===== config.mk =====
export PLATFORM = sky130hd
export DESIGN_NAME = jgdc_j2g
export DESIGN_NICKNAME = d
export VERILOG_FILES = /design/src/rtl/jgdc_pkg.sv /design/src/rtl/jgdc_j2g.sv
export SDC_FILE = /design/constraint.sdc
export NUM_CORES = 2
export LEC_CHECK = 0
export ABC_CLOCK_PERIOD_IN_PS = 20400
export BUFFER_PORTS_ARGS = -buffer_cell sky130_fd_sc_hd__buf_2
export CAP_MARGIN = 20
export CORE_ASPECT_RATIO = 0.8
export CORE_MARGIN = 2
export CORE_UTILIZATION = 55
export DETAILED_ROUTE_END_ITERATION = 10
export HOLD_SLACK_MARGIN = 0.05
export PLACE_DENSITY = 0.71
export RECOVER_POWER = 50
export SLEW_MARGIN = 20
export SYNTH_ARGS = -nofsm -noshare
export SYNTH_HDL_FRONTEND = slang
export SYNTH_SLANG_ARGS = --single-unit

===== constraint.sdc =====
create_clock -name clock -period 20.4 [get_ports clock]
set_input_delay 1.02 -clock clock [delete_from_list [all_inputs] [get_ports clock]]
set_output_delay 1.02 -clock clock [all_outputs]
set_load 0.02 [all_outputs]

===== src/rtl/jgdc_pkg.sv =====
`timescale 1ns / 1ps
package jgdc_pkg;

   localparam int NUM_STAGES = 14;

   typedef logic [NUM_STAGES-1:0] stage_en_type;

   typedef enum logic {
      OP_GREG_TO_JAL = 1'b0,
      OP_JAL_TO_GREG = 1'b1
   } op_type;

   typedef enum logic {
      CSR_MIN_JALALI_YEAR = 1'b0,
      CSR_MAX_JALALI_YEAR = 1'b1
   } csr_index_type;

   typedef struct packed {
      logic [14:0] out_year;
      logic [3:0]  out_month;
      logic [4:0]  out_day;
      logic        invalid;
   } result_type;

   localparam logic [13:0] MIN_YEAR_RESET = 14'd1131;
   localparam logic [13:0] MAX_YEAR_RESET = 14'd10000;

   localparam int CYCLE_DAYS   = 1029983;
   localparam int CYCLE_YEARS  = 2820;
   localparam int LEAP_DIV     = 1028522;
   localparam int JAL_EPOCH    = 1948321;
   // start of cycle zero relative to the epoch, less one cycle
   localparam int EPOCH_LESS_CYCLE = JAL_EPOCH - 1 - CYCLE_DAYS;
   // day number of 1 Farvardin 475 minus one full cycle
   localparam int CYCLE_ORIGIN = 2121446 - CYCLE_DAYS;
   localparam int YEAR_BIAS    = CYCLE_YEARS - 474;

   // exact floor-division reciprocals: ceil(2^S / D)
   localparam logic [15:0] RECIP_100 = 16'(((64'd1 << 22) + 64'd99) / 64'd100);
   localparam logic [20:0] RECIP_366 = 21'(((64'd1 << 29) + 64'd365) / 64'd366);
   localparam logic [14:0] RECIP_11  = 15'(((64'd1 << 18) + 64'd10) / 64'd11);
   localparam logic [14:0] RECIP_33  = 15'(((64'd1 << 20) + 64'd32) / 64'd33);
   localparam logic [9:0]  RECIP_31  = 10'(((64'd1 << 14) + 64'd30) / 64'd31);
   localparam logic [9:0]  RECIP_30  = 10'(((64'd1 << 14) + 64'd29) / 64'd30);
   localparam logic [25:0] RECIP_146097 =
      26'(((64'd1 << 43) + 64'd146096) / 64'd146097);
   localparam logic [28:0] RECIP_1461001 =
      29'(((64'd1 << 49) + 64'd1461000) / 64'd1461001);
   // 80 * ceil(2^27 / 2447): folds the times-80 into the reciprocal
   localparam logic [22:0] MUL_80_2447 =
      23'(64'd80 * (((64'd1 << 27) + 64'd2446) / 64'd2447));

   // (367 * (m - 2 - 12a)) / 12 of the Gregorian day-number formula
   function automatic logic [8:0] greg_month_term(input logic [3:0] m);
      logic [8:0] t;
      case (m)
         4'd0:    t = 9'd305;
         4'd1:    t = 9'd336;
         4'd2:    t = 9'd367;
         4'd3:    t = 9'd30;
         4'd4:    t = 9'd61;
         4'd5:    t = 9'd91;
         4'd6:    t = 9'd122;
         4'd7:    t = 9'd152;
         4'd8:    t = 9'd183;
         4'd9:    t = 9'd214;
         4'd10:   t = 9'd244;
         4'd11:   t = 9'd275;
         4'd12:   t = 9'd305;
         4'd13:   t = 9'd336;
         4'd14:   t = 9'd367;
         4'd15:   t = 9'd397;
         default: t = 9'd0;
      endcase
      return t;
   endfunction

   // days in the Jalali year before the first of month m
   function automatic logic [8:0] jal_month_offset(input logic [3:0] m);
      logic [8:0] t;
      case (m)
         4'd1:    t = 9'd0;
         4'd2:    t = 9'd31;
         4'd3:    t = 9'd62;
         4'd4:    t = 9'd93;
         4'd5:    t = 9'd124;
         4'd6:    t = 9'd155;
         4'd7:    t = 9'd186;
         4'd8:    t = 9'd216;
         4'd9:    t = 9'd246;
         4'd10:   t = 9'd276;
         4'd11:   t = 9'd306;
         4'd12:   t = 9'd336;
         default: t = 9'd0;
      endcase
      return t;
   endfunction

   // (2447 * j) / 80
   function automatic logic [8:0] greg_day_offset(input logic [3:0] j);
      logic [8:0] t;
      case (j)
         4'd0:    t = 9'd0;
         4'd1:    t = 9'd30;
         4'd2:    t = 9'd61;
         4'd3:    t = 9'd91;
         4'd4:    t = 9'd122;
         4'd5:    t = 9'd152;
         4'd6:    t = 9'd183;
         4'd7:    t = 9'd214;
         4'd8:    t = 9'd244;
         4'd9:    t = 9'd275;
         4'd10:   t = 9'd305;
         4'd11:   t = 9'd336;
         4'd12:   t = 9'd367;
         4'd13:   t = 9'd397;
         4'd14:   t = 9'd428;
         4'd15:   t = 9'd458;
         default: t = 9'd0;
      endcase
      return t;
   endfunction

   // 33-year rule: year mod 33 values whose last month has 30 days
   function automatic logic jal_long_esfand(input logic [5:0] r);
      return r inside {6'd1, 6'd5, 6'd9, 6'd13, 6'd17, 6'd22, 6'd26, 6'd30};
   endfunction

endpackage


===== src/rtl/jgdc_j2g.sv =====
`timescale 1ns / 1ps
module jgdc_j2g (
   input  logic                   clock,
   input  jgdc_pkg::stage_en_type en,
   input  logic [13:0]            in_year,
   input  logic [3:0]             in_month,
   input  logic [4:0]             in_day,
   input  logic [13:0]            min_year,
   input  logic [13:0]            max_year,
   output jgdc_pkg::result_type   result
);

   // stage 0: range checks, year / 33 and 2820-year split
   logic [28:0] q33_prod;
   logic [14:0] bp_in;
   logic [2:0]  qp_in;
   logic        ok_in;
   logic [8:0]  q33_ff;
   logic [13:0] y_ff;
   logic [14:0] bp_ff;
   logic [2:0]  qp_ff [0:3];
   logic [3:0]  m_ff [0:1];
   logic [4:0]  d_ff [0:3];
   logic        ok_ff [0:1];
   logic        long_ff [0:1];

   // stage 1: remainders
   logic [5:0]  r33_ff;
   logic [11:0] r2820_ff;

   // stages 2-4: day number
   logic [11:0] ey;
   logic [21:0] n_ff;
   logic [20:0] e365_ff [2:3];
   logic [8:0]  md_ff [2:3];
   logic        valid_ff [2:10];
   logic [28:0] t_prod;
   logic [9:0]  t_ff;
   logic [23:0] jdn_in;
   logic [23:0] jdn_ff;

   // stages 5-11: Gregorian date from day number
   logic [22:0] l_in;
   logic [22:0] l_ff;
   logic [50:0] n4_prod;
   logic [7:0]  nq_ff [5:10];
   logic [25:0] nback;
   logic [15:0] l2_ff [6:8];
   logic [27:0] p_ff;
   logic [56:0] i_prod;
   logic [6:0]  i_ff [8:10];
   logic [17:0] i1461;
   logic [8:0]  l3_in;
   logic [8:0]  l3_ff [9:10];
   logic [31:0] j_prod;
   logic [3:0]  j_ff;
   logic        jq;
   jgdc_pkg::result_type res_in;
   jgdc_pkg::result_type res_ff [11:13];

   assign q33_prod = 29'(in_year) * 29'(jgdc_pkg::RECIP_33);
   assign bp_in    = 15'(in_year) + 15'(jgdc_pkg::YEAR_BIAS);

   always_comb begin
      qp_in = '0;
      for (int k = 1; k <= 6; k++) begin
         if (bp_in >= 15'(k * jgdc_pkg::CYCLE_YEARS)) begin
            qp_in = 3'(k);
         end
      end
      // day 30 of the last month waits for the leap test
      ok_in = (in_year >= min_year) && (in_year <= max_year)
              && (in_month >= 4'd1) && (in_month <= 4'd12)
              && (in_day != 5'd0)
              && ((in_day != 5'd31) || (in_month <= 4'd6));
   end

   assign ey     = 12'd474 + r2820_ff;
   assign t_prod = 29'(n_ff[21:8]) * 29'(jgdc_pkg::RECIP_11);
   assign jdn_in = 24'(d_ff[3]) + 24'(md_ff[3]) + 24'(t_ff) + 24'(e365_ff[3])
                   + 24'(qp_ff[3]) * 24'(jgdc_pkg::CYCLE_DAYS)
                   + 24'(jgdc_pkg::EPOCH_LESS_CYCLE);

   assign l_in    = 23'(jdn_ff + 24'd68569);
   assign n4_prod = 51'({l_in, 2'b00}) * 51'(jgdc_pkg::RECIP_146097);
   assign nback   = (26'(nq_ff[5]) * 26'd146097 + 26'd3) >> 2;
   assign i_prod  = 57'(p_ff) * 57'(jgdc_pkg::RECIP_1461001);
   assign i1461   = 18'(i_ff[8]) * 18'd1461;
   assign l3_in   = 9'(17'(l2_ff[8]) - 17'(i1461[17:2]) + 17'd31);
   assign j_prod  = 32'(l3_ff[9]) * 32'(jgdc_pkg::MUL_80_2447);

   always_comb begin
      jq = (j_ff >= 4'd11);
      if (valid_ff[10]) begin
         res_in.out_year  = 15'(16'(nq_ff[10]) * 16'd100 - 16'd4900
                                + 16'(i_ff[10]) + 16'(jq));
         res_in.out_month = 4'(j_ff + 4'd2 - (jq ? 4'd12 : 4'd0));
         res_in.out_day   = 5'(l3_ff[10] - jgdc_pkg::greg_day_offset(j_ff));
         res_in.invalid   = 1'b0;
      end else begin
         res_in = '{out_year: '0, out_month: '0, out_day: '0, invalid: 1'b1};
      end
   end

   always_ff @(posedge clock) begin
      if (en[0]) begin
         q33_ff     <= q33_prod[28:20];
         y_ff       <= in_year;
         bp_ff      <= bp_in;
         qp_ff[0]   <= qp_in;
         m_ff[0]    <= in_month;
         d_ff[0]    <= in_day;
         ok_ff[0]   <= ok_in;
         long_ff[0] <= (in_month == 4'd12) && (in_day == 5'd30);
      end
      if (en[1]) begin
         r33_ff     <= 6'(y_ff - 14'(q33_ff) * 14'd33);
         r2820_ff   <= 12'(bp_ff - 15'(qp_ff[0]) * 15'(jgdc_pkg::CYCLE_YEARS));
         m_ff[1]    <= m_ff[0];
         ok_ff[1]   <= ok_ff[0];
         long_ff[1] <= long_ff[0];
      end
      for (int k = 1; k <= 3; k++) begin
         if (en[k]) begin
            qp_ff[k] <= qp_ff[k-1];
            d_ff[k]  <= d_ff[k-1];
         end
      end
      if (en[2]) begin
         valid_ff[2] <= ok_ff[1] && (!long_ff[1] || jgdc_pkg::jal_long_esfand(r33_ff));
         n_ff        <= 22'(ey) * 22'd682 - 22'd110;
         e365_ff[2]  <= 21'(ey - 12'd1) * 21'd365;
         md_ff[2]    <= jgdc_pkg::jal_month_offset(m_ff[1]);
      end
      for (int k = 3; k <= 10; k++) begin
         if (en[k]) begin
            valid_ff[k] <= valid_ff[k-1];
         end
      end
      if (en[3]) begin
         t_ff       <= t_prod[27:18];
         e365_ff[3] <= e365_ff[2];
         md_ff[3]   <= md_ff[2];
      end
      if (en[4]) begin
         jdn_ff <= jdn_in;
      end
      if (en[5]) begin
         l_ff     <= l_in;
         nq_ff[5] <= n4_prod[50:43];
      end
      for (int k = 6; k <= 10; k++) begin
         if (en[k]) begin
            nq_ff[k] <= nq_ff[k-1];
         end
      end
      if (en[6]) begin
         l2_ff[6] <= 16'(l_ff - 23'(nback));
      end
      if (en[7]) begin
         p_ff     <= 28'(l2_ff[6] + 16'd1) * 28'd4000;
         l2_ff[7] <= l2_ff[6];
      end
      if (en[8]) begin
         i_ff[8]  <= i_prod[55:49];
         l2_ff[8] <= l2_ff[7];
      end
      if (en[9]) begin
         i_ff[9]  <= i_ff[8];
         l3_ff[9] <= l3_in;
      end
      if (en[10]) begin
         i_ff[10]  <= i_ff[9];
         l3_ff[10] <= l3_ff[9];
         j_ff      <= j_prod[30:27];
      end
      if (en[11]) begin
         res_ff[11] <= res_in;
      end
      for (int k = 12; k <= 13; k++) begin
         if (en[k]) begin
            res_ff[k] <= res_ff[k-1];
         end
      end
   end

   assign result = res_ff[13];

endmodule


==> summary.md <==
| Metric | Value |
|---|---|
| Status | finished with violations |
| Violated checks | max-capacitance violations, max-slew violations |
| Initial Util | 55.6% |
| Critical path required time | 20730 ps |
| Crit Reg-Reg Startpoint | jdn_ff[0] |
| Vias | between 30000 and 40000 |
| Mapped Cells | ~5100 |
| Crit path buffers/inverters | 7 |
| Met3 usage | 5.03% |
| CP Launch Type | flop |
| Flops & latches, synth | 441 |
| Gr usage total | 23.5% |
| Final period utilization | around 45% |
| Placer Congestion | between 0.9 and 1 |
| Most common cell on crit path | inv_1 |
| Max-cap violations | 5 |
| HP Start | res_ff[11][19] |
| Post-route minimum period | 9110 ps |
| WL/cell | 17.8 µm |
| CTS tree | yes |
| Vias in the first global route | 37500 |
| Reg2reg end | nq_ff[1][13] |
| Yosys warns | 0 |
| Min-delay worst type | reg -> reg |
| Post_cts resized | 0 |
| RSZ-0062 raised after global routing | false |
| Die ar. | 106000 µm² |
| Boundary Pins | 91 |
| CP max-delay cell | edfxtp_1 |
| Clock latency on the worst-skew pair | 610 ps |
| Non-filler cells, final | 6644 |
| Crit path max-delay family | adder cells |
| Clock sinks | 441 |
| Total grt overflow | 0 |
| Row cnt | 105 |
| DR vias/cell | 5.25 |
| Setup TNS Final | 0 ps |
| Post-CTS Setup Bufs | 0 |
| Most used DFF post-synth | edfxtp_1 |
| Synth Cell Area | 57100 µm² |
| DP Wirelength | 102000 µm |
| Worst-case clock buffer depth | 3 |
| M2 GR Usage | about 37% |
| CP max stage delay | 590 ps |
| Hold Path Sink | res_ff[12][19] |
| Worst Setup SP | jdn_ff[0] |
| CTS clk-pin slew, worst paths | ~60 ps |
| Post-DRT Antenna Nets | 0 |
| Share of cells above drive strength 1 | 3.52% |
| Ys async rst share | 0% |
| Largest net degree at the start of global routing | 54 |
| Die Span X | 364 µm |
| Port bufs | 90 |
| Yosys cell types | a little over 80 |
| Final hold vios | 0 |
| WP data arrival | around 9400 ps |
| Die height | 292 µm |
| Drt pass-1 iters | 8 |
| FMAX | 110 MHz |
| Post-synth net total | roughly 7000 |
| Inst Count DP | 6556 |
| Mapped Avg Cell Area | 11.2 µm² |
| Slew HR | -81.6% |
| Final wirelength | 118000 µm |
| Hold Buf Count CTS | 0 |
| Initial DRC count | approximately 2000 |
| Htree depth | 2 |
| Register area share after synthesis | roughly 23% |
| Core area | 103000 µm² |
| CTS buffer count | 46 |
| Reg-to-reg slack, setup | 11290 ps |
| Filler cells | 8608 |
| CTS root buf | clkbuf_16 |
| Crit-path max FO | 8 |
| Final setup fails | 0 |
| GRT met1 Usage | between 30% and 40% |
| Global routing's busiest layer | met2 |
| EDFF count, synth | ~440 |
| First-pass GRT wire length | 196000 µm |
| Synth-to-Final Area Change | 6.61% |
| Final worst clock skew | 31.3 ps |
| Hold Crit Depth | 0 |
| Number of antenna violations at the first check in global routing | 6 |
| Measured slew at the worst slew-check pin | 2720 ps |
| Crit end category | flop |
| FF-to-FF path depth | 32 |
| Final nets | 7171 |
| Crit Path Class | reg -> reg |
| Drt drc | 0 |
| Max Slew Vio Count | 152 |
-- metrics by stage --
step / hold slack [ps] / cell area [µm²] / util (%) / worst slack [ps]
6_report: 413 / 60800 / 59.2 / 11290
5_1_grt: 415 / 60800 / 59.2 / 10500
4_1_cts: 415 / 60900 / 59.3 / 11290
3_5_place_dp: 405 / 59300 / 57.7 / 11330
3_3_place_gp: 401 / 59300 / 57.7 / 11460
2_1_floorplan: 400 / 57100 / - / 12160
-- cells in the final DEF, fill, tap and decap left out, types with 66 or more instances in the layout --
cell | Yosys | final
a21o_1 | 85 | 85
xnor2_1 | 203 | 203
nor2_1 | 121 | 121
inv_1 | 1365 | 1365
xor2_1 | 94 | 94
buf_2 | 1 | 66
a21oi_1 | 166 | 166
ha_1 | 1074 | 1074
edfxtp_1 | 436 | 436
o21ai_0 | 99 | 99
fa_1 | 818 | 818
nand2_1 | 104 | 104
-- sequential cells by signal, indices dropped and copies added (netlist names), 8 cells and up, named ones only --
| register | cells |
|---|---|
| res_ff | 75 |
| nq_ff | 48 |
| e365_ff | 41 |
| l2_ff | 34 |
| jdn_ff | 23 |
| p_ff | 23 |
| i_ff | 21 |
| d_ff | 20 |
| md_ff | 18 |
| l_ff | 16 |
| n_ff | 15 |
| l3_ff | 14 |
| qp_ff | 12 |
| r2820_ff | 12 |
| bp_ff | 11 |
| t_ff | 10 |
| valid_ff | 9 |
| m_ff | 8 |
-- final cells by class --
| class | instances | area [µm²] | area share [%] |
|---|---|---|---|
| tap | 1391 | 1740 | 2.86 |
| clock inverter | 34 | 395 | 0.650 |
| inverter | 1365 | 5120 | 8.42 |
| clock buffer | 52 | 1190 | 1.96 |
| antenna | 2 | 5.00 | 0.00823 |
| timing repair buffer | 96 | 465 | 0.765 |
| sequential | 441 | 13200 | 21.7 |
| multi-input combinational | 3263 | 38700 | 63.7 |
-- worst reg2reg max path: cells and delay by family, from the launching register on --
| kind | cells | cell delay, ps |
|---|---|---|
| adder cells (fa/ha/maj) | 8 | 3840 |
| AO/OA/AOI/OAI | 9 | 2110 |
| AND/OR/NAND/NOR | 7 | 1140 |
| buffers and inverters | 7 | 630 |
| flip-flops | 1 | 590 |
| XOR/XNOR | 1 | 560 |
-- cell usage after synthesis (38+ instances only) --
master | instances | area, µm²
nand3_1 | 52 | 260
nor3_1 | 38 | 190
inv_1 | 1365 | 5120
fa_1 | 818 | 16400
a21o_1 | 85 | 638
ha_1 | 1074 | 13400
o21ai_0 | 99 | 495
nand2_1 | 104 | 390
a21oi_1 | 166 | 831
edfxtp_1 | 436 | 13100
nor2_1 | 121 | 454
xor2_1 | 94 | 823
xnor2_1 | 203 | 1780
-- logic make-up after synthesis --
kind of cell | count (synthesis) | share of synthesized area [%]
compound gates | 556 | 6.31
simple gates | 508 | 4.54
fa+ha+maj | 1892 | 52.2
xor+xnor | 298 | 4.60
flops | 441 | 23.1
buf+inv | 1374 | 9.04
mux | 9 | 0.162
-- layer usage --
layer | up-vias | part of all wire [%]
met5 | - | 0.037
met4 | 6 | 1.9
met3 | 122 | 6.9
met2 | 767 | 45
met1 | 17200 | 47
li1 | 16800 | -
-- how the worst max path moves through the flow --
stage                     endpoint  cells after the start
floorplan           e365_ff[1][20]                     21
detailed placement    nq_ff[1][13]                     32
finish                nq_ff[1][13]                     32
CTS                   nq_ff[1][13]                     32
global placement      nq_ff[1][13]                     32
global route          nq_ff[1][15]                     32
Power is not shown: default switching activity piles up to over one toggle a cycle in this logic, so the estimate is an artifact.
