## config.mk

```make
export PLATFORM = sky130hd
export DESIGN_NAME = jgdc_g2j
export DESIGN_NICKNAME = d
export VERILOG_FILES = /design/src/rtl/jgdc_pkg.sv /design/src/rtl/jgdc_g2j.sv
export SDC_FILE = /design/constraint.sdc
export NUM_CORES = 2
export LEC_CHECK = 0
export ABC_AREA = 1
export ABC_CLOCK_PERIOD_IN_PS = 8500
export BUFFER_PORTS_ARGS = -buffer_cell sky130_fd_sc_hd__buf_2
export CELL_PAD_IN_SITES_DETAIL_PLACEMENT = 1
export CELL_PAD_IN_SITES_GLOBAL_PLACEMENT = 1
export CORE_MARGIN = 3
export CORE_UTILIZATION = 25
export DETAILED_ROUTE_END_ITERATION = 8
export PLACE_DENSITY = 0.45
export SLEW_MARGIN = 15
export SYNTH_ARGS = -nofsm -noshare
export SYNTH_HDL_FRONTEND = slang
export SYNTH_SLANG_ARGS = --single-unit
```

## constraint.sdc

```tcl
create_clock -name clock -period 8.5 [get_ports clock]
set_input_delay 1.275 -clock clock [delete_from_list [all_inputs] [get_ports clock]]
set_output_delay 1.275 -clock clock [all_outputs]
set_load 0.01 [all_outputs]
```

## src/rtl/jgdc_pkg.sv

```systemverilog
`timescale 1ns / 1ps
package jgdc_pkg;

   localparam int NUM_STAGES = 14;

   typedef logic [NUM_STAGES-1:0] stage_en_type;

   typedef enum logic {
      OP_GREG_TO_JAL = 1'b0,
      OP_JAL_TO_GREG = 1'b1
   } op_type;

   typedef enum logic {
      CSR_MIN_JALALI_YEAR = 1'b0,
      CSR_MAX_JALALI_YEAR = 1'b1
   } csr_index_type;

   typedef struct packed {
      logic [14:0] out_year;
      logic [3:0]  out_month;
      logic [4:0]  out_day;
      logic        invalid;
   } result_type;

   localparam logic [13:0] MIN_YEAR_RESET = 14'd1131;
   localparam logic [13:0] MAX_YEAR_RESET = 14'd10000;

   localparam int CYCLE_DAYS   = 1029983;
   localparam int CYCLE_YEARS  = 2820;
   localparam int LEAP_DIV     = 1028522;
   localparam int JAL_EPOCH    = 1948321;
   // start of cycle zero relative to the epoch, less one cycle
   localparam int EPOCH_LESS_CYCLE = JAL_EPOCH - 1 - CYCLE_DAYS;
   // day number of 1 Farvardin 475 minus one full cycle
   localparam int CYCLE_ORIGIN = 2121446 - CYCLE_DAYS;
   localparam int YEAR_BIAS    = CYCLE_YEARS - 474;

   // exact floor-division reciprocals: ceil(2^S / D)
   localparam logic [15:0] RECIP_100 = 16'(((64'd1 << 22) + 64'd99) / 64'd100);
   localparam logic [20:0] RECIP_366 = 21'(((64'd1 << 29) + 64'd365) / 64'd366);
   localparam logic [14:0] RECIP_11  = 15'(((64'd1 << 18) + 64'd10) / 64'd11);
   localparam logic [14:0] RECIP_33  = 15'(((64'd1 << 20) + 64'd32) / 64'd33);
   localparam logic [9:0]  RECIP_31  = 10'(((64'd1 << 14) + 64'd30) / 64'd31);
   localparam logic [9:0]  RECIP_30  = 10'(((64'd1 << 14) + 64'd29) / 64'd30);
   localparam logic [25:0] RECIP_146097 =
      26'(((64'd1 << 43) + 64'd146096) / 64'd146097);
   localparam logic [28:0] RECIP_1461001 =
      29'(((64'd1 << 49) + 64'd1461000) / 64'd1461001);
   // 80 * ceil(2^27 / 2447): folds the times-80 into the reciprocal
   localparam logic [22:0] MUL_80_2447 =
      23'(64'd80 * (((64'd1 << 27) + 64'd2446) / 64'd2447));

   // (367 * (m - 2 - 12a)) / 12 of the Gregorian day-number formula
   function automatic logic [8:0] greg_month_term(input logic [3:0] m);
      logic [8:0] t;
      case (m)
         4'd0:    t = 9'd305;
         4'd1:    t = 9'd336;
         4'd2:    t = 9'd367;
         4'd3:    t = 9'd30;
         4'd4:    t = 9'd61;
         4'd5:    t = 9'd91;
         4'd6:    t = 9'd122;
         4'd7:    t = 9'd152;
         4'd8:    t = 9'd183;
         4'd9:    t = 9'd214;
         4'd10:   t = 9'd244;
         4'd11:   t = 9'd275;
         4'd12:   t = 9'd305;
         4'd13:   t = 9'd336;
         4'd14:   t = 9'd367;
         4'd15:   t = 9'd397;
         default: t = 9'd0;
      endcase
      return t;
   endfunction

   // days in the Jalali year before the first of month m
   function automatic logic [8:0] jal_month_offset(input logic [3:0] m);
      logic [8:0] t;
      case (m)
         4'd1:    t = 9'd0;
         4'd2:    t = 9'd31;
         4'd3:    t = 9'd62;
         4'd4:    t = 9'd93;
         4'd5:    t = 9'd124;
         4'd6:    t = 9'd155;
         4'd7:    t = 9'd186;
         4'd8:    t = 9'd216;
         4'd9:    t = 9'd246;
         4'd10:   t = 9'd276;
         4'd11:   t = 9'd306;
         4'd12:   t = 9'd336;
         default: t = 9'd0;
      endcase
      return t;
   endfunction

   // (2447 * j) / 80
   function automatic logic [8:0] greg_day_offset(input logic [3:0] j);
      logic [8:0] t;
      case (j)
         4'd0:    t = 9'd0;
         4'd1:    t = 9'd30;
         4'd2:    t = 9'd61;
         4'd3:    t = 9'd91;
         4'd4:    t = 9'd122;
         4'd5:    t = 9'd152;
         4'd6:    t = 9'd183;
         4'd7:    t = 9'd214;
         4'd8:    t = 9'd244;
         4'd9:    t = 9'd275;
         4'd10:   t = 9'd305;
         4'd11:   t = 9'd336;
         4'd12:   t = 9'd367;
         4'd13:   t = 9'd397;
         4'd14:   t = 9'd428;
         4'd15:   t = 9'd458;
         default: t = 9'd0;
      endcase
      return t;
   endfunction

   // 33-year rule: year mod 33 values whose last month has 30 days
   function automatic logic jal_long_esfand(input logic [5:0] r);
      return r inside {6'd1, 6'd5, 6'd9, 6'd13, 6'd17, 6'd22, 6'd26, 6'd30};
   endfunction

endpackage

```

## src/rtl/jgdc_g2j.sv

```systemverilog
`timescale 1ns / 1ps
module jgdc_g2j (
   input  logic                   clock,
   input  jgdc_pkg::stage_en_type en,
   input  logic [13:0]            in_year,
   input  logic [3:0]             in_month,
   input  logic [4:0]             in_day,
   output jgdc_pkg::result_type   result
);

   // stage 0: products of the Gregorian day-number formula
   logic        a_neg;
   logic [14:0] yp;
   logic [14:0] u;
   logic [30:0] q100_prod;
   logic [25:0] t1_in;
   logic [25:0] t1_ff;
   logic [7:0]  q100_ff;
   logic [8:0]  t2_ff;
   logic [4:0]  d_ff;

   // stage 1: day number
   logic [9:0]  t3_x3;
   logic [23:0] jdn_in;
   logic [23:0] jdn_ff [1:10];

   // stage 2: cycle index, stage 3: day in cycle
   logic [2:0]  qp_in;
   logic [2:0]  qp_ff [2:7];
   logic [19:0] cy_in;
   logic [19:0] cy_ff [3:4];

   // stages 4-7: year in cycle
   logic [40:0] a1_prod;
   logic [11:0] a1_ff [4:6];
   logic        last_ff [4:6];
   logic [8:0]  a2_in;
   logic [8:0]  a2_ff;
   logic [22:0] n2_in;
   logic [22:0] n2_ff;
   logic [2:0]  yq;
   logic [11:0] yc_in;
   logic [11:0] yc_ff;

   // stages 8-10: start of that year
   logic        full;
   logic [11:0] ey;
   logic [21:0] n_in;
   logic [21:0] n_ff;
   logic [20:0] e365_ff [8:9];
   logic [2:0]  c2_ff [8:9];
   logic [15:0] yrpre_in;
   logic [15:0] yrpre_ff [8:12];
   logic [28:0] t_prod;
   logic [9:0]  t_ff;
   logic [23:0] start_in;
   logic [23:0] start_ff;

   // stages 11-13: month and day
   logic [8:0]  yd_in;
   logic [8:0]  yd_ff [11:12];
   logic [18:0] mo_prod;
   logic [3:0]  mo_in;
   logic [3:0]  mo_ff;
   logic signed [15:0] yr_s;
   jgdc_pkg::result_type res_in;
   jgdc_pkg::result_type res_ff;

   assign a_neg     = (in_month <= 4'd2);
   assign yp        = 15'({1'b0, in_year}) + 15'd4800 - 15'(a_neg);
   assign u         = 15'({1'b0, in_year}) + 15'd4900 - 15'(a_neg);
   assign t1_in     = 26'(yp) * 26'd1461;
   assign q100_prod = 31'(u) * 31'(jgdc_pkg::RECIP_100);

   assign t3_x3  = 10'(q100_ff) * 10'd3;
   assign jdn_in = 24'(t1_ff[25:2]) + 24'(t2_ff) + 24'(d_ff) - 24'(t3_x3[9:2])
                   - 24'd32075;

   always_comb begin
      qp_in = '0;
      for (int k = 1; k <= 6; k++) begin
         if (jdn_ff[1] >= 24'(jgdc_pkg::CYCLE_ORIGIN + k * jgdc_pkg::CYCLE_DAYS)) begin
            qp_in = 3'(k);
         end
      end
   end

   assign cy_in = 20'(jdn_ff[2] - 24'(jgdc_pkg::CYCLE_ORIGIN)
                      - 24'(qp_ff[2]) * 24'(jgdc_pkg::CYCLE_DAYS));

   assign a1_prod = 41'(cy_ff[3]) * 41'(jgdc_pkg::RECIP_366);
   assign a2_in   = 9'(cy_ff[4] - 20'(a1_ff[4]) * 20'd366);
   assign n2_in   = 23'(a1_ff[5]) * 23'd2134 + 23'(a2_ff) * 23'd2816 + 23'd2815;

   always_comb begin
      yq = '0;
      for (int k = 1; k <= 6; k++) begin
         if (n2_ff >= 23'(k * jgdc_pkg::LEAP_DIV)) begin
            yq = 3'(k);
         end
      end
      // last day of a cycle closes year 2820
      if (last_ff[6]) begin
         yc_in = 12'(jgdc_pkg::CYCLE_YEARS);
      end else begin
         yc_in = 12'(yq) + a1_ff[6] + 12'd1;
      end
   end

   assign full     = (yc_ff == 12'(jgdc_pkg::CYCLE_YEARS));
   assign ey       = 12'd474 + (full ? 12'd0 : yc_ff);
   assign n_in     = 22'(ey) * 22'd682 - 22'd110;
   assign yrpre_in = 16'(yc_ff) + 16'(qp_ff[7]) * 16'(jgdc_pkg::CYCLE_YEARS)
                     - 16'(jgdc_pkg::YEAR_BIAS);

   assign t_prod   = 29'(n_ff[21:8]) * 29'(jgdc_pkg::RECIP_11);
   assign start_in = 24'(t_ff) + 24'(e365_ff[9])
                     + 24'(c2_ff[9]) * 24'(jgdc_pkg::CYCLE_DAYS)
                     + 24'(jgdc_pkg::EPOCH_LESS_CYCLE + 1);

   assign yd_in = 9'(jdn_ff[10] - start_ff + 24'd1);

   always_comb begin
      if (yd_ff[11] <= 9'd186) begin
         mo_prod = 19'(yd_ff[11] - 9'd1) * 19'(jgdc_pkg::RECIP_31);
      end else begin
         mo_prod = 19'(yd_ff[11] - 9'd7) * 19'(jgdc_pkg::RECIP_30);
      end
      mo_in = 4'(mo_prod[18:14]) + 4'd1;
   end

   always_comb begin
      yr_s              = signed'(yrpre_ff[12]);
      res_in.out_year   = (yr_s <= 16'sd0) ? 15'(yr_s - 16'sd1) : 15'(yr_s);
      res_in.out_month  = mo_ff;
      res_in.out_day    = 5'(yd_ff[12] - jgdc_pkg::jal_month_offset(mo_ff));
      res_in.invalid    = 1'b0;
   end

   always_ff @(posedge clock) begin
      if (en[0]) begin
         t1_ff   <= t1_in;
         q100_ff <= q100_prod[29:22];
         t2_ff   <= jgdc_pkg::greg_month_term(in_month);
         d_ff    <= in_day;
      end
      if (en[1]) begin
         jdn_ff[1] <= jdn_in;
      end
      for (int k = 2; k <= 10; k++) begin
         if (en[k]) begin
            jdn_ff[k] <= jdn_ff[k-1];
         end
      end
      if (en[2]) begin
         qp_ff[2] <= qp_in;
      end
      for (int k = 3; k <= 7; k++) begin
         if (en[k]) begin
            qp_ff[k] <= qp_ff[k-1];
         end
      end
      if (en[3]) begin
         cy_ff[3] <= cy_in;
      end
      if (en[4]) begin
         cy_ff[4]   <= cy_ff[3];
         a1_ff[4]   <= a1_prod[40:29];
         last_ff[4] <= (cy_ff[3] == 20'(jgdc_pkg::CYCLE_DAYS - 1));
      end
      for (int k = 5; k <= 6; k++) begin
         if (en[k]) begin
            a1_ff[k]   <= a1_ff[k-1];
            last_ff[k] <= last_ff[k-1];
         end
      end
      if (en[5]) begin
         a2_ff <= a2_in;
      end
      if (en[6]) begin
         n2_ff <= n2_in;
      end
      if (en[7]) begin
         yc_ff <= yc_in;
      end
      if (en[8]) begin
         n_ff        <= n_in;
         e365_ff[8]  <= 21'(ey - 12'd1) * 21'd365;
         c2_ff[8]    <= qp_ff[7] + 3'(full);
         yrpre_ff[8] <= yrpre_in;
      end
      if (en[9]) begin
         t_ff       <= t_prod[27:18];
         e365_ff[9] <= e365_ff[8];
         c2_ff[9]   <= c2_ff[8];
      end
      for (int k = 9; k <= 12; k++) begin
         if (en[k]) begin
            yrpre_ff[k] <= yrpre_ff[k-1];
         end
      end
      if (en[10]) begin
         start_ff <= start_in;
      end
      if (en[11]) begin
         yd_ff[11] <= yd_in;
      end
      if (en[12]) begin
         yd_ff[12] <= yd_ff[11];
         mo_ff     <= mo_in;
      end
      if (en[13]) begin
         res_ff <= res_in;
      end
   end

   assign result = res_ff;

endmodule

```

==> reports/qor.log <==
INFO  synth          post_synth_top_area_cell=sky130_fd_sc_hd__edfxtp_1
INFO  drt            vias=33678
INFO  flow_run       cap_violations=0
INFO  timing         min_tclk_post_route=7.54ns
INFO  timing         slew_headroom=27.4%
INFO  synth          post_synth.cell_area_avg=9.90um2
INFO  floorplan      boundaryPins=63
INFO  worst_setup_path startpoint_type=primary input
INFO  drt            drt_pre_antenna_iters=4
INFO  global_routing pin_count_of_the_biggest_net_entering_global_routing=52
INFO  global_routing global_route.usage.met3=1.22%
INFO  drt            post_drt_wl_per_cell=15.7um
INFO  placed_design  placed_cells=7903
INFO  synth          arithmetic_cell_share_of_the_synthesized_area_counting_full_adders_half_adders_and_majority_gates=42.0%
INFO  drt            post-route-drc-count=0
INFO  global_routing grt-busiest-layer=met2
INFO  status         outcome=finished clean
INFO  clocking       ctsLongestPathBuffers=3
INFO  global_routing overflow=0
INFO  drt            route.detailed.vias_per_inst=4.20
INFO  clocking       post-cts-setup-buffers=0
INFO  synth          synth_edf_count=469
INFO  timing         final-max-slew-violation-count=0
INFO  synth          synth.top_cells.by_area=sky130_fd_sc_hd__edfxtp_1 (28%), sky130_fd_sc_hd__ha_1 (24%), sky130_fd_sc_hd__fa_1 (18%)
INFO  synth          async_sr_flop_fraction=0%
INFO  timing         totalNegativeSetupSlack=0ns
INFO  floorplan      initial_utilization=25.2%
INFO  finish         final_layout_size_suffix_gt1_share=4.57%
INFO  timing         layout_worst_path_cycle_share=88.7%
INFO  finish         layout.core_utilization=28.0%
INFO  global_routing grt_pass1_vias=37330
INFO  worst_setup_path crit_type=primary input to flop
INFO  placed_design  dp_hpwl=110mm
INFO  timing         rsz_0062_raised_after_global_routing=false
INFO  clocking       htree_levels=2
INFO  timing         timing_worst_slew_pin_value=1.09ns
INFO  placed_design  port_buffers=61
INFO  floorplan      dieHeight=458um
INFO  finish         finish.cell_count_without_fillers=8013
INFO  timing         fin_worst_skew=0.0296ns
INFO  synth          ys.warnings.count=0
INFO  worst_setup_path critical_path.max_fanout=4
INFO  worst_setup_path critPathArrivalTime=7.93ns
INFO  worst_setup_path timing.critical_path.required=8.89ns
INFO  global_routing grtUsageTotal=12.1%
INFO  worst_setup_path critPathCaptureType=flop
INFO  drt            wirelength=126mm
INFO  synth          synth.area.mux_share=0%
INFO  timing         final.setup.worst_slack=0.959ns
INFO  synth          synth.cell_area=51100um2
INFO  synth          synth-xor-area-share=5.23%
INFO  floorplan      core=203000um2
INFO  synth          combinational_family_with_the_most_area_after_synthesis=adder cells
INFO  clocking       cts_hold_buffers=0
INFO  floorplan      die_x=458um
INFO  worst_setup_path max_stage_delay=0.58ns
INFO  timing         final_hold_viol_count=0
INFO  floorplan      die_area=210000um2
INFO  clocking       cts_inserted_buffers=57
INFO  worst_setup_path worst_path_max_delay_cell=sky130_fd_sc_hd__fa_1
INFO  clocking       clk_transition_reported_paths=0.06ns
INFO  clocking       cts.sink_count=474
INFO  global_routing grt_first_pass_wirelength=205mm
INFO  finish         flow.area_growth_from_synthesis=11.1%
INFO  timing         fmax=133MHz
INFO  clocking       clock_insertion_delay_worst_skew=0.66ns
INFO  drt            drtAntennaViolNets=0
INFO  synth          synth.yosys.seq_area_share=27.8%
INFO  synth          synth_top_area_share=27.6%
INFO  timing         setup_viol=0
INFO  global_routing grt.met1_usage=16.3%
INFO  synth          synth.ff_latch_count=474
INFO  min_path       hp-class=flop to flop
INFO  synth          synthesis.instances=5160
INFO  synth          synth_cell_type_count=55
INFO  floorplan      row_count=165
INFO  clocking       post_cts.resized_instances=0
INFO  synth          yosys_most_used_dff=sky130_fd_sc_hd__edfxtp_1
INFO  clocking       tritoncts_clock_tree=yes
INFO  synth          synth-compound-area-share=6.10%
INFO  placed_design  post-place-ws=0.276ns
INFO  synth          yosys.area_share.simple=9.48%
INFO  global_routing grt_antenna_before_repair=7
INFO  drt            dr.first_iter.drc_count=996
INFO  clocking       root_buffer=sky130_fd_sc_hd__clkbuf_16
INFO  global_routing gr-usage-met2=21.4%
INFO  placed_design  gp_congestion=0.792
INFO  finish         nets=6768
INFO  synth          synth_nets=6638
[critical path, delay by kind of cell]
| kind | cells | cell delay (ns) |
|---|---|---|
| XOR/XNOR | 2 | 0.52 |
| buffers and inverters | 7 | 0.49 |
| adder cells (fa/ha/maj) | 10 | 3.79 |
| AND/OR/NAND/NOR | 6 | 0.49 |
| AO/OA/AOI/OAI | 7 | 1.36 |
[Yosys cell counts (16+ instances only)]
cell type and n:
sky130_fd_sc_hd__ha_1 982, sky130_fd_sc_hd__edfxtp_1 469, sky130_fd_sc_hd__o21bai_1 20, sky130_fd_sc_hd__a21oi_1 283, sky130_fd_sc_hd__nor4_1 17, sky130_fd_sc_hd__o21ai_0 129
sky130_fd_sc_hd__a21o_1 17, sky130_fd_sc_hd__nor3_1 46, sky130_fd_sc_hd__nor2_1 223, sky130_fd_sc_hd__nand3_1 146, sky130_fd_sc_hd__nand2_1 559, sky130_fd_sc_hd__o21ai_1 16
sky130_fd_sc_hd__xor2_1 196, sky130_fd_sc_hd__nand4_1 57, sky130_fd_sc_hd__fa_1 458, sky130_fd_sc_hd__xnor2_1 100, sky130_fd_sc_hd__inv_1 1260
[through the flow]
step,area [um2],hold slack (ns)
final,56800,0.396
after global routing,56700,0.380
after floorplan,51100,0.400
after global placement,54800,0.404
after CTS,56700,0.380
after detailed placement,54800,0.406
[cell usage in the layout (no fill, tap or decap), types with 9 or more instances in the layout]
master	instances
sky130_fd_sc_hd__fa_1	458
sky130_fd_sc_hd__o21ai_1	16
sky130_fd_sc_hd__xor2_1	196
sky130_fd_sc_hd__nor2_2	11
sky130_fd_sc_hd__nand3b_1	10
sky130_fd_sc_hd__nand4_1	57
sky130_fd_sc_hd__ha_1	982
sky130_fd_sc_hd__xnor2_1	100
sky130_fd_sc_hd__clkinv_1	9
sky130_fd_sc_hd__inv_1	1260
sky130_fd_sc_hd__edfxtp_1	469
sky130_fd_sc_hd__nand2_2	14
sky130_fd_sc_hd__a31oi_1	12
sky130_fd_sc_hd__nand2_1	559
sky130_fd_sc_hd__a21o_1	17
sky130_fd_sc_hd__nor3_1	46
sky130_fd_sc_hd__nor4_1	17
sky130_fd_sc_hd__nand3_1	146
sky130_fd_sc_hd__o21a_1	11
sky130_fd_sc_hd__or2_2	12
sky130_fd_sc_hd__clkbuf_16	57
sky130_fd_sc_hd__nor2_1	223
sky130_fd_sc_hd__o211ai_1	10
sky130_fd_sc_hd__a21oi_1	283
sky130_fd_sc_hd__buf_4	17
sky130_fd_sc_hd__o21bai_1	20
sky130_fd_sc_hd__buf_2	61
sky130_fd_sc_hd__a21boi_0	10
sky130_fd_sc_hd__o21ai_0	129
[cell families after synthesis]
| kind of cell | count (synthesis) |
|---|---|
| compound gates | 555 |
| xor+xnor | 301 |
| fa+ha+maj | 1440 |
| buf+inv | 1275 |
| flops | 474 |
| other cells | 1 |
| simple gates | 1114 |
[area by class of cell]
type / count / area [um2]
fill: 23206 / 146000
sequential: 474 / 14200
clock inverter: 41 / 473
multi-input combinational: 3411 / 32100
antenna: 4 / 10.0
clock buffer: 65 / 1460
inverter: 1268 / 4760
timing repair buffer: 78 / 433
tap: 2672 / 3340
[state kept, by name, summed over array words and instances (netlist names), named ones only]
register  count
jdn_ff      116
yrpre_ff     80
a1_ff        36
cy_ff        29
result       24
t1_ff        24
n2_ff        22
qp_ff        18
e365_ff      17
n_ff         15
yd_ff        14
yc_ff        12
a2_ff         9
start_ff      9
t2_ff         9
t_ff          9
q100_ff       8
c2_ff         6
d_ff          5
mo_ff         4
last_ff       3
[worst paths after layout]
path                  start              to  slack, ns  cells past startpoint
max reg2reg        yc_ff[6]        n_ff[20]       1.41                     32
min          jdn_ff[0][193]  jdn_ff[0][217]       0.40                      0
max             in_month[0]       t1_ff[24]       0.96                     32
min reg2reg  jdn_ff[0][193]  jdn_ff[0][217]       0.40                      0
[routing by layer]
layer / wire length, um / vias to the layer above / part of all wire (%)
met5: 0 / - / 0
met4: 1890 / 0 / 1.5
met3: 2380 / 95 / 1.9
met2: 61100 / 181 / 49
met1: 60300 / 16385 / 48
li1: - / 17017 / -
Power is left out: the tool's default activity adds up to more than one toggle a clock period on the data nets, which glitch-free logic cannot reach.
